### src/hw/rtl/i2a_pkg.sv
package i2a_pkg;

   // Default build values for the top level parameters.
   localparam int SHORT_WIDTH_DEF     = 32;
   localparam int LONG_HEX_DIGITS_DEF = 16;

   // No conversion produces more characters than this.
   localparam int MAX_OUT = 16;

   // Request selector codes.
   localparam logic [2:0] CMD_CHAR     = 3'd0;
   localparam logic [2:0] CMD_SDEC     = 3'd1;
   localparam logic [2:0] CMD_UDEC     = 3'd2;
   localparam logic [2:0] CMD_HEX      = 3'd3;
   localparam logic [2:0] CMD_HEX_LONG = 3'd4;

   // Character codes.
   localparam logic [7:0] CHAR_ZERO  = 8'h30;
   localparam logic [7:0] CHAR_A     = 8'h41;
   localparam logic [7:0] CHAR_MINUS = 8'h2D;
   localparam logic [7:0] DIGIT_BASE = 8'd10;

   typedef struct packed {
      logic [2:0]  cmd;
      logic [63:0] value;
   } req_type;

   typedef struct packed {
      logic [7:0] ascii_char;
      logic       last;
   } rsp_type;

   // Control handed from the sequencer to the character emitter.
   typedef struct packed {
      logic load;
      logic raw;
      logic neg;
      logic skip_zero;
   } emit_ctl_type;

   typedef enum logic [1:0] {
      TOP_IDLE,
      TOP_CONVERT,
      TOP_EMIT
   } top_state_type;

   typedef enum logic [2:0] {
      EM_IDLE,
      EM_RAW,
      EM_SIGN,
      EM_SKIP,
      EM_DIGIT
   } emit_state_type;

   // Uppercase hex character for one digit; decimal digits map the same way.
   function automatic logic [7:0] digit_char(input logic [3:0] d);
      logic [7:0] wide;
      wide = {4'd0, d};
      if (wide < DIGIT_BASE) begin
         digit_char = CHAR_ZERO + wide;
      end else begin
         digit_char = CHAR_A + wide - DIGIT_BASE;
      end
   endfunction

endpackage

### src/hw/rtl/i2a_dabble.sv
module i2a_dabble #(
   parameter int WIDTH  = 32,
   parameter int DIGITS = 10
) (
   input  logic                  clock,
   input  logic                  reset,
   input  logic                  load,
   input  logic [WIDTH-1:0]      bin,
   output logic [DIGITS*4-1:0]   bcd,
   output logic                  done
);
   import i2a_pkg::*;

   localparam int CNT_W = $clog2(WIDTH + 1);

   logic [WIDTH-1:0]    bin_ff, bin_in;
   logic [DIGITS*4-1:0] bcd_ff, bcd_in;
   logic [DIGITS*4-1:0] adj;
   logic [CNT_W-1:0]    cnt_ff, cnt_in;
   logic                run_ff, run_in;
   logic                done_ff, done_in;

   // Shift-and-add-three: every digit at five or more gets three added
   // before the next binary bit is shifted in.
   always_comb begin
      for (int i = 0; i < DIGITS; i++) begin
         adj[i*4 +: 4] = (bcd_ff[i*4 +: 4] >= 4'd5) ? bcd_ff[i*4 +: 4] + 4'd3
                                                     : bcd_ff[i*4 +: 4];
      end
   end

   always_comb begin
      bin_in  = bin_ff;
      bcd_in  = bcd_ff;
      cnt_in  = cnt_ff;
      run_in  = run_ff;
      done_in = 1'b0;
      if (load) begin
         bin_in = bin;
         bcd_in = '0;
         cnt_in = CNT_W'(WIDTH);
         run_in = 1'b1;
      end else if (run_ff) begin
         bcd_in  = {adj[DIGITS*4-2:0], bin_ff[WIDTH-1]};
         bin_in  = bin_ff << 1;
         cnt_in  = cnt_ff - CNT_W'(1);
         run_in  = (cnt_ff != CNT_W'(1));
         done_in = (cnt_ff == CNT_W'(1));
      end
   end

   always_ff @(posedge clock) begin
      if (reset) begin
         run_ff  <= 1'b0;
         done_ff <= 1'b0;
         cnt_ff  <= '0;
      end else begin
         run_ff  <= run_in;
         done_ff <= done_in;
         cnt_ff  <= cnt_in;
      end
   end

   always_ff @(posedge clock) begin
      bin_ff <= bin_in;
      bcd_ff <= bcd_in;
   end

   assign bcd  = bcd_ff;
   assign done = done_ff;

   a_done_stops : assert property (@(posedge clock) disable iff (reset)
      done_ff |-> !run_ff && $past(run_ff))
      else $error("conversion finished without running");

endmodule

### src/hw/rtl/i2a_emit.sv
module i2a_emit #(
   parameter int NDIG = 10
) (
   input  logic                      clock,
   input  logic                      reset,
   input  i2a_pkg::emit_ctl_type     ctl,
   input  logic [NDIG*4-1:0]         digits,
   input  logic [$clog2(NDIG+1)-1:0] count,
   input  logic [7:0]                raw_char,
   output i2a_pkg::rsp_type          rsp,
   output logic                      strobe,
   output logic                      done
);
   import i2a_pkg::*;

   localparam int CNT_W  = $clog2(NDIG + 1);
   localparam int SENT_W = $clog2(MAX_OUT);

   emit_state_type      state_ff, state_in;
   logic [NDIG*4-1:0]   dig_ff, dig_in;
   logic [CNT_W-1:0]    left_ff, left_in;
   logic [SENT_W-1:0]   sent_ff, sent_in;
   logic [7:0]          raw_ff, raw_in;
   rsp_type             rsp_ff, rsp_in;
   logic                strobe_ff, strobe_in;
   logic [3:0]          top_digit;
   logic                skippable;
   logic                last_char;
   logic                fin;

   assign top_digit = dig_ff[NDIG*4-1 -: 4];
   assign skippable = (top_digit == 4'd0) && (left_ff > CNT_W'(1));
   assign last_char = (left_ff == CNT_W'(1)) || (sent_ff == SENT_W'(MAX_OUT - 1));

   always_comb begin
      dig_in    = dig_ff;
      left_in   = left_ff;
      sent_in   = sent_ff;
      raw_in    = raw_ff;
      rsp_in    = rsp_ff;
      strobe_in = 1'b0;
      fin       = 1'b0;
      case (state_ff)
         EM_IDLE: begin
            if (ctl.load) begin
               dig_in  = digits;
               left_in = count;
               sent_in = '0;
               raw_in  = raw_char;
            end
         end
         EM_RAW: begin
            rsp_in.ascii_char = raw_ff;
            rsp_in.last       = 1'b1;
            strobe_in         = 1'b1;
            fin               = 1'b1;
         end
         EM_SIGN: begin
            rsp_in.ascii_char = CHAR_MINUS;
            rsp_in.last       = 1'b0;
            strobe_in         = 1'b1;
            sent_in           = sent_ff + SENT_W'(1);
         end
         EM_SKIP, EM_DIGIT: begin
            dig_in  = dig_ff << 4;
            left_in = left_ff - CNT_W'(1);
            if (!(state_ff == EM_SKIP && skippable)) begin
               rsp_in.ascii_char = digit_char(top_digit);
               rsp_in.last       = last_char;
               strobe_in         = 1'b1;
               sent_in           = sent_ff + SENT_W'(1);
               fin               = last_char;
            end
         end
         default: begin
         end
      endcase
   end

   always_comb begin
      state_in = state_ff;
      case (state_ff)
         EM_IDLE: begin
            if (ctl.load) begin
               if (ctl.raw) begin
                  state_in = EM_RAW;
               end else if (ctl.neg) begin
                  state_in = EM_SIGN;
               end else if (ctl.skip_zero) begin
                  state_in = EM_SKIP;
               end else begin
                  state_in = EM_DIGIT;
               end
            end
         end
         EM_RAW: begin
            state_in = EM_IDLE;
         end
         EM_SIGN: begin
            state_in = EM_SKIP;
         end
         EM_SKIP: begin
            if (fin) begin
               state_in = EM_IDLE;
            end else if (!skippable) begin
               state_in = EM_DIGIT;
            end
         end
         EM_DIGIT: begin
            if (fin) begin
               state_in = EM_IDLE;
            end
         end
         default: begin
            state_in = EM_IDLE;
         end
      endcase
   end

   always_ff @(posedge clock) begin
      if (reset) begin
         state_ff  <= EM_IDLE;
         strobe_ff <= 1'b0;
      end else begin
         state_ff  <= state_in;
         strobe_ff <= strobe_in;
      end
   end

   always_ff @(posedge clock) begin
      dig_ff  <= dig_in;
      left_ff <= left_in;
      sent_ff <= sent_in;
      raw_ff  <= raw_in;
      rsp_ff  <= rsp_in;
   end

   assign rsp    = rsp_ff;
   assign strobe = strobe_ff;
   assign done   = fin;

   a_more_follows : assert property (@(posedge clock) disable iff (reset)
      strobe_ff && !rsp_ff.last |-> state_ff != EM_IDLE)
      else $error("emitter went idle before the final character");

endmodule

### src/hw/rtl/integer_to_ascii_formatter.sv
// Hex and character requests load the emitter as they transfer; each character is
// registered before it shows, and short hex skips leading zeros first. Decimal requests
// first run the BCD conversion, then send any minus sign before skipping leading zeros.
// From the first digit on, characters leave one per cycle. One request is taken at a
// time; busy drops as the final character is registered, so the next request can
// transfer as it shows. Reset is synchronous and returns to idle, no strobe pending.
module integer_to_ascii_formatter #(
   parameter int SHORT_WIDTH     = i2a_pkg::SHORT_WIDTH_DEF,
   parameter int LONG_HEX_DIGITS = i2a_pkg::LONG_HEX_DIGITS_DEF
) (
   input  logic             clock,
   input  logic             reset,
   input  logic             start,
   input  i2a_pkg::req_type req_data,
   output logic             busy,
   output logic             rsp_strobe,
   output i2a_pkg::rsp_type rsp_data
);
   import i2a_pkg::*;

   // Digit counts: decimal digits of the largest word (floor(W*log10(2)) + 1),
   // hex digits of the word; the widest of these and LONG_HEX_DIGITS sizes the buffer.
   localparam int DEC_DIGITS = ((SHORT_WIDTH * 1233) >> 12) + 1;
   localparam int HEX_DIGITS = (SHORT_WIDTH + 3) / 4;
   localparam int NDIG_A     = (DEC_DIGITS > HEX_DIGITS) ? DEC_DIGITS : HEX_DIGITS;
   localparam int NDIG       = (NDIG_A > LONG_HEX_DIGITS) ? NDIG_A : LONG_HEX_DIGITS;
   localparam int CNT_W      = $clog2(NDIG + 1);
   // Left shifts that put the most significant digit at the top of the buffer.
   localparam int DEC_SHIFT  = 4 * (NDIG - DEC_DIGITS);
   localparam int HEX_SHIFT  = 4 * (NDIG - HEX_DIGITS);
   localparam int LONG_SHIFT = 4 * (NDIG - LONG_HEX_DIGITS);

   top_state_type             state_ff, state_in;
   logic                      neg_ff, neg_in;
   logic [SHORT_WIDTH-1:0]    word;
   logic [SHORT_WIDTH-1:0]    mag;
   logic                      word_neg;
   logic                      accept;
   logic                      dab_load;
   logic [DEC_DIGITS*4-1:0]   dab_bcd;
   logic                      dab_done;
   emit_ctl_type              em_ctl;
   logic [NDIG*4-1:0]         em_digits;
   logic [CNT_W-1:0]          em_count;
   logic                      em_done;

   assign accept   = start && !busy;
   assign word     = req_data.value[SHORT_WIDTH-1:0];
   assign word_neg = (req_data.cmd == CMD_SDEC) && word[SHORT_WIDTH-1];
   // The magnitude is taken as unsigned, so the most negative word converts cleanly.
   assign mag      = word_neg ? SHORT_WIDTH'(~word + 1'b1) : word;

   // The shared shift-and-add-three unit converts the decimal operand one bit per cycle.
   i2a_dabble #(
      .WIDTH  (SHORT_WIDTH),
      .DIGITS (DEC_DIGITS)
   ) u_dabble (
      .clock (clock),
      .reset (reset),
      .load  (dab_load),
      .bin   (mag),
      .bcd   (dab_bcd),
      .done  (dab_done)
   );

   // The emitter skips leading zeros where asked, then sends one character per cycle.
   i2a_emit #(
      .NDIG (NDIG)
   ) u_emit (
      .clock    (clock),
      .reset    (reset),
      .ctl      (em_ctl),
      .digits   (em_digits),
      .count    (em_count),
      .raw_char (req_data.value[7:0]),
      .rsp      (rsp_data),
      .strobe   (rsp_strobe),
      .done     (em_done)
   );

   // Sequencer outputs: which unit starts and what the emitter is loaded with.
   always_comb begin
      dab_load  = 1'b0;
      neg_in    = neg_ff;
      em_ctl    = '0;
      em_digits = '0;
      em_count  = '0;
      case (state_ff)
         TOP_IDLE: begin
            if (accept) begin
               case (req_data.cmd)
                  CMD_CHAR: begin
                     em_ctl.load = 1'b1;
                     em_ctl.raw  = 1'b1;
                     em_count    = CNT_W'(1);
                  end
                  CMD_SDEC, CMD_UDEC: begin
                     dab_load = 1'b1;
                     neg_in   = word_neg;
                  end
                  CMD_HEX: begin
                     em_ctl.load      = 1'b1;
                     em_ctl.skip_zero = 1'b1;
                     em_digits        = (NDIG*4)'(word) << HEX_SHIFT;
                     em_count         = CNT_W'(HEX_DIGITS);
                  end
                  CMD_HEX_LONG: begin
                     em_ctl.load = 1'b1;
                     em_digits   = (NDIG*4)'(req_data.value[LONG_HEX_DIGITS*4-1:0])
                                   << LONG_SHIFT;
                     em_count    = CNT_W'(LONG_HEX_DIGITS);
                  end
                  default: begin
                     // Unused selectors are taken and produce nothing.
                  end
               endcase
            end
         end
         TOP_CONVERT: begin
            if (dab_done) begin
               em_ctl.load      = 1'b1;
               em_ctl.neg       = neg_ff;
               em_ctl.skip_zero = 1'b1;
               em_digits        = (NDIG*4)'(dab_bcd) << DEC_SHIFT;
               em_count         = CNT_W'(DEC_DIGITS);
            end
         end
         default: begin
         end
      endcase
   end

   // Sequencer next state.
   always_comb begin
      state_in = state_ff;
      case (state_ff)
         TOP_IDLE: begin
            if (accept) begin
               case (req_data.cmd)
                  CMD_CHAR, CMD_HEX, CMD_HEX_LONG: state_in = TOP_EMIT;
                  CMD_SDEC, CMD_UDEC:              state_in = TOP_CONVERT;
                  default:                         state_in = TOP_IDLE;
               endcase
            end
         end
         TOP_CONVERT: begin
            if (dab_done) begin
               state_in = TOP_EMIT;
            end
         end
         TOP_EMIT: begin
            if (em_done) begin
               state_in = TOP_IDLE;
            end
         end
         default: begin
            state_in = TOP_IDLE;
         end
      endcase
   end

   always_ff @(posedge clock) begin
      if (reset) begin
         state_ff <= TOP_IDLE;
      end else begin
         state_ff <= state_in;
      end
   end

   always_ff @(posedge clock) begin
      neg_ff <= neg_in;
   end

   assign busy = (state_ff != TOP_IDLE);

   // Every character comes from a conversion that was in progress.
   a_strobe_in_burst : assert property (@(posedge clock) disable iff (reset)
      rsp_strobe |-> $past(busy))
      else $error("character sent outside a conversion");

   // A decimal request holds the block busy while the conversion runs.
   a_decimal_busy : assert property (@(posedge clock) disable iff (reset)
      start && !busy && (req_data.cmd == CMD_SDEC || req_data.cmd == CMD_UDEC)
      |=> busy && !rsp_strobe)
      else $error("decimal request did not start a conversion");

   // The final character of a burst is never directly followed by another.
   a_gap_after_last : assert property (@(posedge clock) disable iff (reset)
      rsp_strobe && rsp_data.last |=> !rsp_strobe)
      else $error("character followed the final one without a new request");

endmodule
### config.mk
export PLATFORM = sky130hd
export DESIGN_NAME = integer_to_ascii_formatter
export DESIGN_NICKNAME = d
export VERILOG_FILES = /design/src/hw/rtl/i2a_pkg.sv /design/src/hw/rtl/i2a_dabble.sv /design/src/hw/rtl/i2a_emit.sv /design/src/hw/rtl/integer_to_ascii_formatter.sv
export SDC_FILE = /design/constraint.sdc
export NUM_CORES = 1
export LEC_CHECK = 0
export BUFFER_PORTS_ARGS = -buffer_cell sky130_fd_sc_hd__buf_2
export CAP_MARGIN = 20
export CORE_MARGIN = 10
export CORE_UTILIZATION = 60
export CTS_CLUSTER_DIAMETER = 60
export DETAILED_ROUTE_END_ITERATION = 7
export HOLD_SLACK_MARGIN = 0.15
export PLACE_DENSITY = 0.81
export SETUP_SLACK_MARGIN = 0.3
export SLEW_MARGIN = 20
export SYNTH_ARGS = -nofsm -noshare
export SYNTH_HDL_FRONTEND = slang
export SYNTH_SLANG_ARGS = --single-unit
### constraint.sdc
create_clock -name clock -period 4.46 [get_ports clock]
set_input_delay 0.892 -clock clock [delete_from_list [all_inputs] [get_ports clock]]
set_output_delay 0.892 -clock clock [all_outputs]
set_load 0.01 [all_outputs]
==> impl_metrics.ini <==
[logic_synthesis]
synth_warnings = 0
netlist.area_leader.share_pct = 40.4
syn_nets = 993
synth-edff-count = 123
ys_seq_area_share_pct = 52.2
ys_ff_latch = 177
postSynthAreaPerCell_sq_um = 10.2
async_reset_ff_share_pct = 0
netlist_top_cells_area = edfxtp_1 40%, dfxtp_1 12%, a21oi_1 4.5%
synth-main-ff-cell = edfxtp_1
syn_area_sq_um = 9150
yosys.area.top_type = edfxtp_1
synth_cell_type_count = 58
synthCells = 895

[hold_path]
min_from = u_dabble.cnt_ff[1]
holdCritPathClass = reg2reg

[setup_path]
critPathBufInv = 2
crit_path_max_fanout = 24
worstSetupPathType = in2reg
cp.arrival_ps = 2990
startpoint = req_data[65]
endpoint_kind = register
cpMaxStageDelayCell = inv_1
reg2reg_from = state_ff[1]
slowest_delay_ps = 590
cp_top_family = simple AND/OR/NAND/NOR gates
critPathRequiredTime_ps = 4620
cp-start-kind = input port
cp_cell_sequence = buf_2, nor3b_1, nand2_1, inv_1, o31ai_1, xor2_1, o21ai_0

[detailed_routing]
first_pass_iters = 8
viasPerCell = 6.29
ant_nets = 0
drc = 9
drt-total-wl_um = 23000
vias = 7250
drtIter0Drc = 1014
wl_per_cell_um = 19.9

[flow_run]
cap_violations = 0

[timing]
relSlewSlack_pct = 37.9
slew_violations = 0
skew_ps = 5.55
rsz0062_at_grt = false
fin_tns_setup_ps = 0
timing.hold.ws_ps = 496
worst_slew_pin_slew_ps = 932
hold_viol = 0
min_period_over_period_pct = 63.5
timing.fmax_ghz = 0.353
period_needed_ps = 2830
setup_violations = 0

[clock_network]
cts_hold_buffers = 0
cts_tree = yes
clk_pin_slew_worst_paths_ps = 60
ctsResizeCount = 0
insertion_delay_ps = 440
cts.path.max_buffers = 2
clock_sinks = 177
cts_htree_levels = 4
numCtsBuffers = 17
cts_root_buffer = clkbuf_16
post_cts_buffers = 0

[floorplanning]
rows = 45
die_area_sq_um = 20600
fp.dieH_um = 143
coreArea_sq_um = 15100
chipWidth_um = 143
initial_utilization_pct = 60.6
ios = 81

[power_and_ir_drop]
ir_drop_v = 0.000330
p_per_area_nw_per_um2 = 481
leakage_nw = 3.90

[global_routing]
grt_pass1_wl_um = 36100
grt_pass1_vias = 6814
grt_max_degree = 53
antenna_found_initial = 0
grtUsageTotal_pct = 22.4
grt.overflow.total = 0

[final_layout]
seq_area_sq_um = 4780
drive_gt1_share_pct = 14.0
n_antenna_cell = 0
multi_input_area_sq_um = 4040
area_growth_pct = 12.5
finalCoreUtilization_pct = 68.2
nNetsFinal = 1049
n_fill_cell = 1121

[status]
status = complete, but fails checks
violations = design-rule violations

[placement]
place_congestion = 0.833
io_buffer_count = 80
hpwl_um = 15800
## placed cells by master, fill, tap and decap left out, types with 19 or more instances in the layout
master	synthesis	final
a22o_1	19	19
a222oi_1	32	32
ha_1	28	28
buf_2	6	80
edfxtp_1	123	123
mux2i_1	29	29
xor2_1	26	26
inv_1	35	35
nor2_1	99	99
o21ai_0	63	63
a21oi_1	83	83
xnor2_1	26	26
dfxtp_1	54	53
nand2_1	70	68
## report_power, final
| group | total [mW] | leakage (nW) | switching, mW | internal [mW] |
|---|---|---|---|---|
| registers | 2.34 | 1.61 | 0.262 | 2.08 |
| clock network | 1.56 | 0.302 | 0.600 | 0.955 |
| logic | 1.05 | 1.99 | 0.607 | 0.445 |
## cell usage after synthesis (all sizes together) (9+ instances only)
master and number:
nor3b 9, edfxtp 123, ha 28, nand2 70, inv 35, xnor2 26
o21ai 64, clkbuf 45, nand2b 16, nor3 15, buf 10, a22o 20
a21oi 83, mux2i 29, xor2 26, a222oi 32, dfxtp 54, nand3 17
nor2 99, o31ai 12
## sequential cells by signal, indices dropped and copies added, names as in the netlist, 2 cells and up
| name | cells |
|---|---|
| u_dabble.cnt_ff | 6 |
| u_emit.sent_ff | 4 |
| u_dabble.bin_ff | 32 |
| u_emit.state_ff | 3 |
| u_dabble.bcd | 40 |
| u_emit.raw_ff | 8 |
| state_ff | 2 |
| u_emit.left_ff | 5 |
| u_emit.rsp | 9 |
| u_emit.dig_ff | 64 |
## kinds of logic (layout without fill, tap and decap cells)
| group | count (synthesis) | count (layout) | share of synthesized area, % |
|---|---|---|---|
| mux | 29 | 29 | 3.17 |
| flops | 177 | 177 | 52.2 |
| buf+inv | 91 | 160 | 3.82 |
| compound gates | 248 | 248 | 17.7 |
| simple gates | 270 | 270 | 14.3 |
| xor+xnor | 52 | 52 | 4.98 |
| fa+ha+maj | 28 | 28 | 3.83 |
## worst paths after layout
kind,endpoint,slack [ps],cells after the start
worst max-delay path,u_dabble.bin_ff[28],1630,7
worst min register to register,u_dabble.cnt_ff[1],500,2
worst max register to register,u_dabble.cnt_ff[1],1860,5
worst min-delay path,u_dabble.cnt_ff[1],500,2
## layer usage
| metal | part of all wire [%] | routed length (um) | vias up | track usage (%) |
|---|---|---|---|---|
| met4 | 2.8 | 651 | 0 | 9.56 |
| li1 | - | - | 3429 | - |
| met5 | 0 | 0 | - | 0 |
| met3 | 11 | 2560 | 53 | 5.71 |
| met1 | 39 | 8980 | 3387 | 30.0 |
| met2 | 47 | 10800 | 381 | 34.0 |
## through the flow
stage          power, mW  cells  area [sq um]  setup slack (ps)
2_1_floorplan       3.07    895          9150              1020
3_3_place_gp        3.34   1120          9680              1280
3_5_place_dp        3.40   1120          9680              1240
4_1_cts             4.94   1152         10300              1640
5_1_grt             5.20   1152         10300              1430
6_report            4.95   1152         10300              1630
## cell type report
class / count / share of cell area (%)
multi-input combinational: 627 / 39.3
clock buffer: 27 / 4.99
clock inverter: 5 / 0.973
timing repair buffer: 92 / 4.77
sequential: 177 / 46.4
tap: 188 / 2.29
inverter: 36 / 1.31
## tightest hold or removal path: stages (launching register included)
cell       delay, ps
dfxtp_1          320
nor2_1            80
a2111oi_0         50
Note: power is estimated with default switching activity, not from simulation.
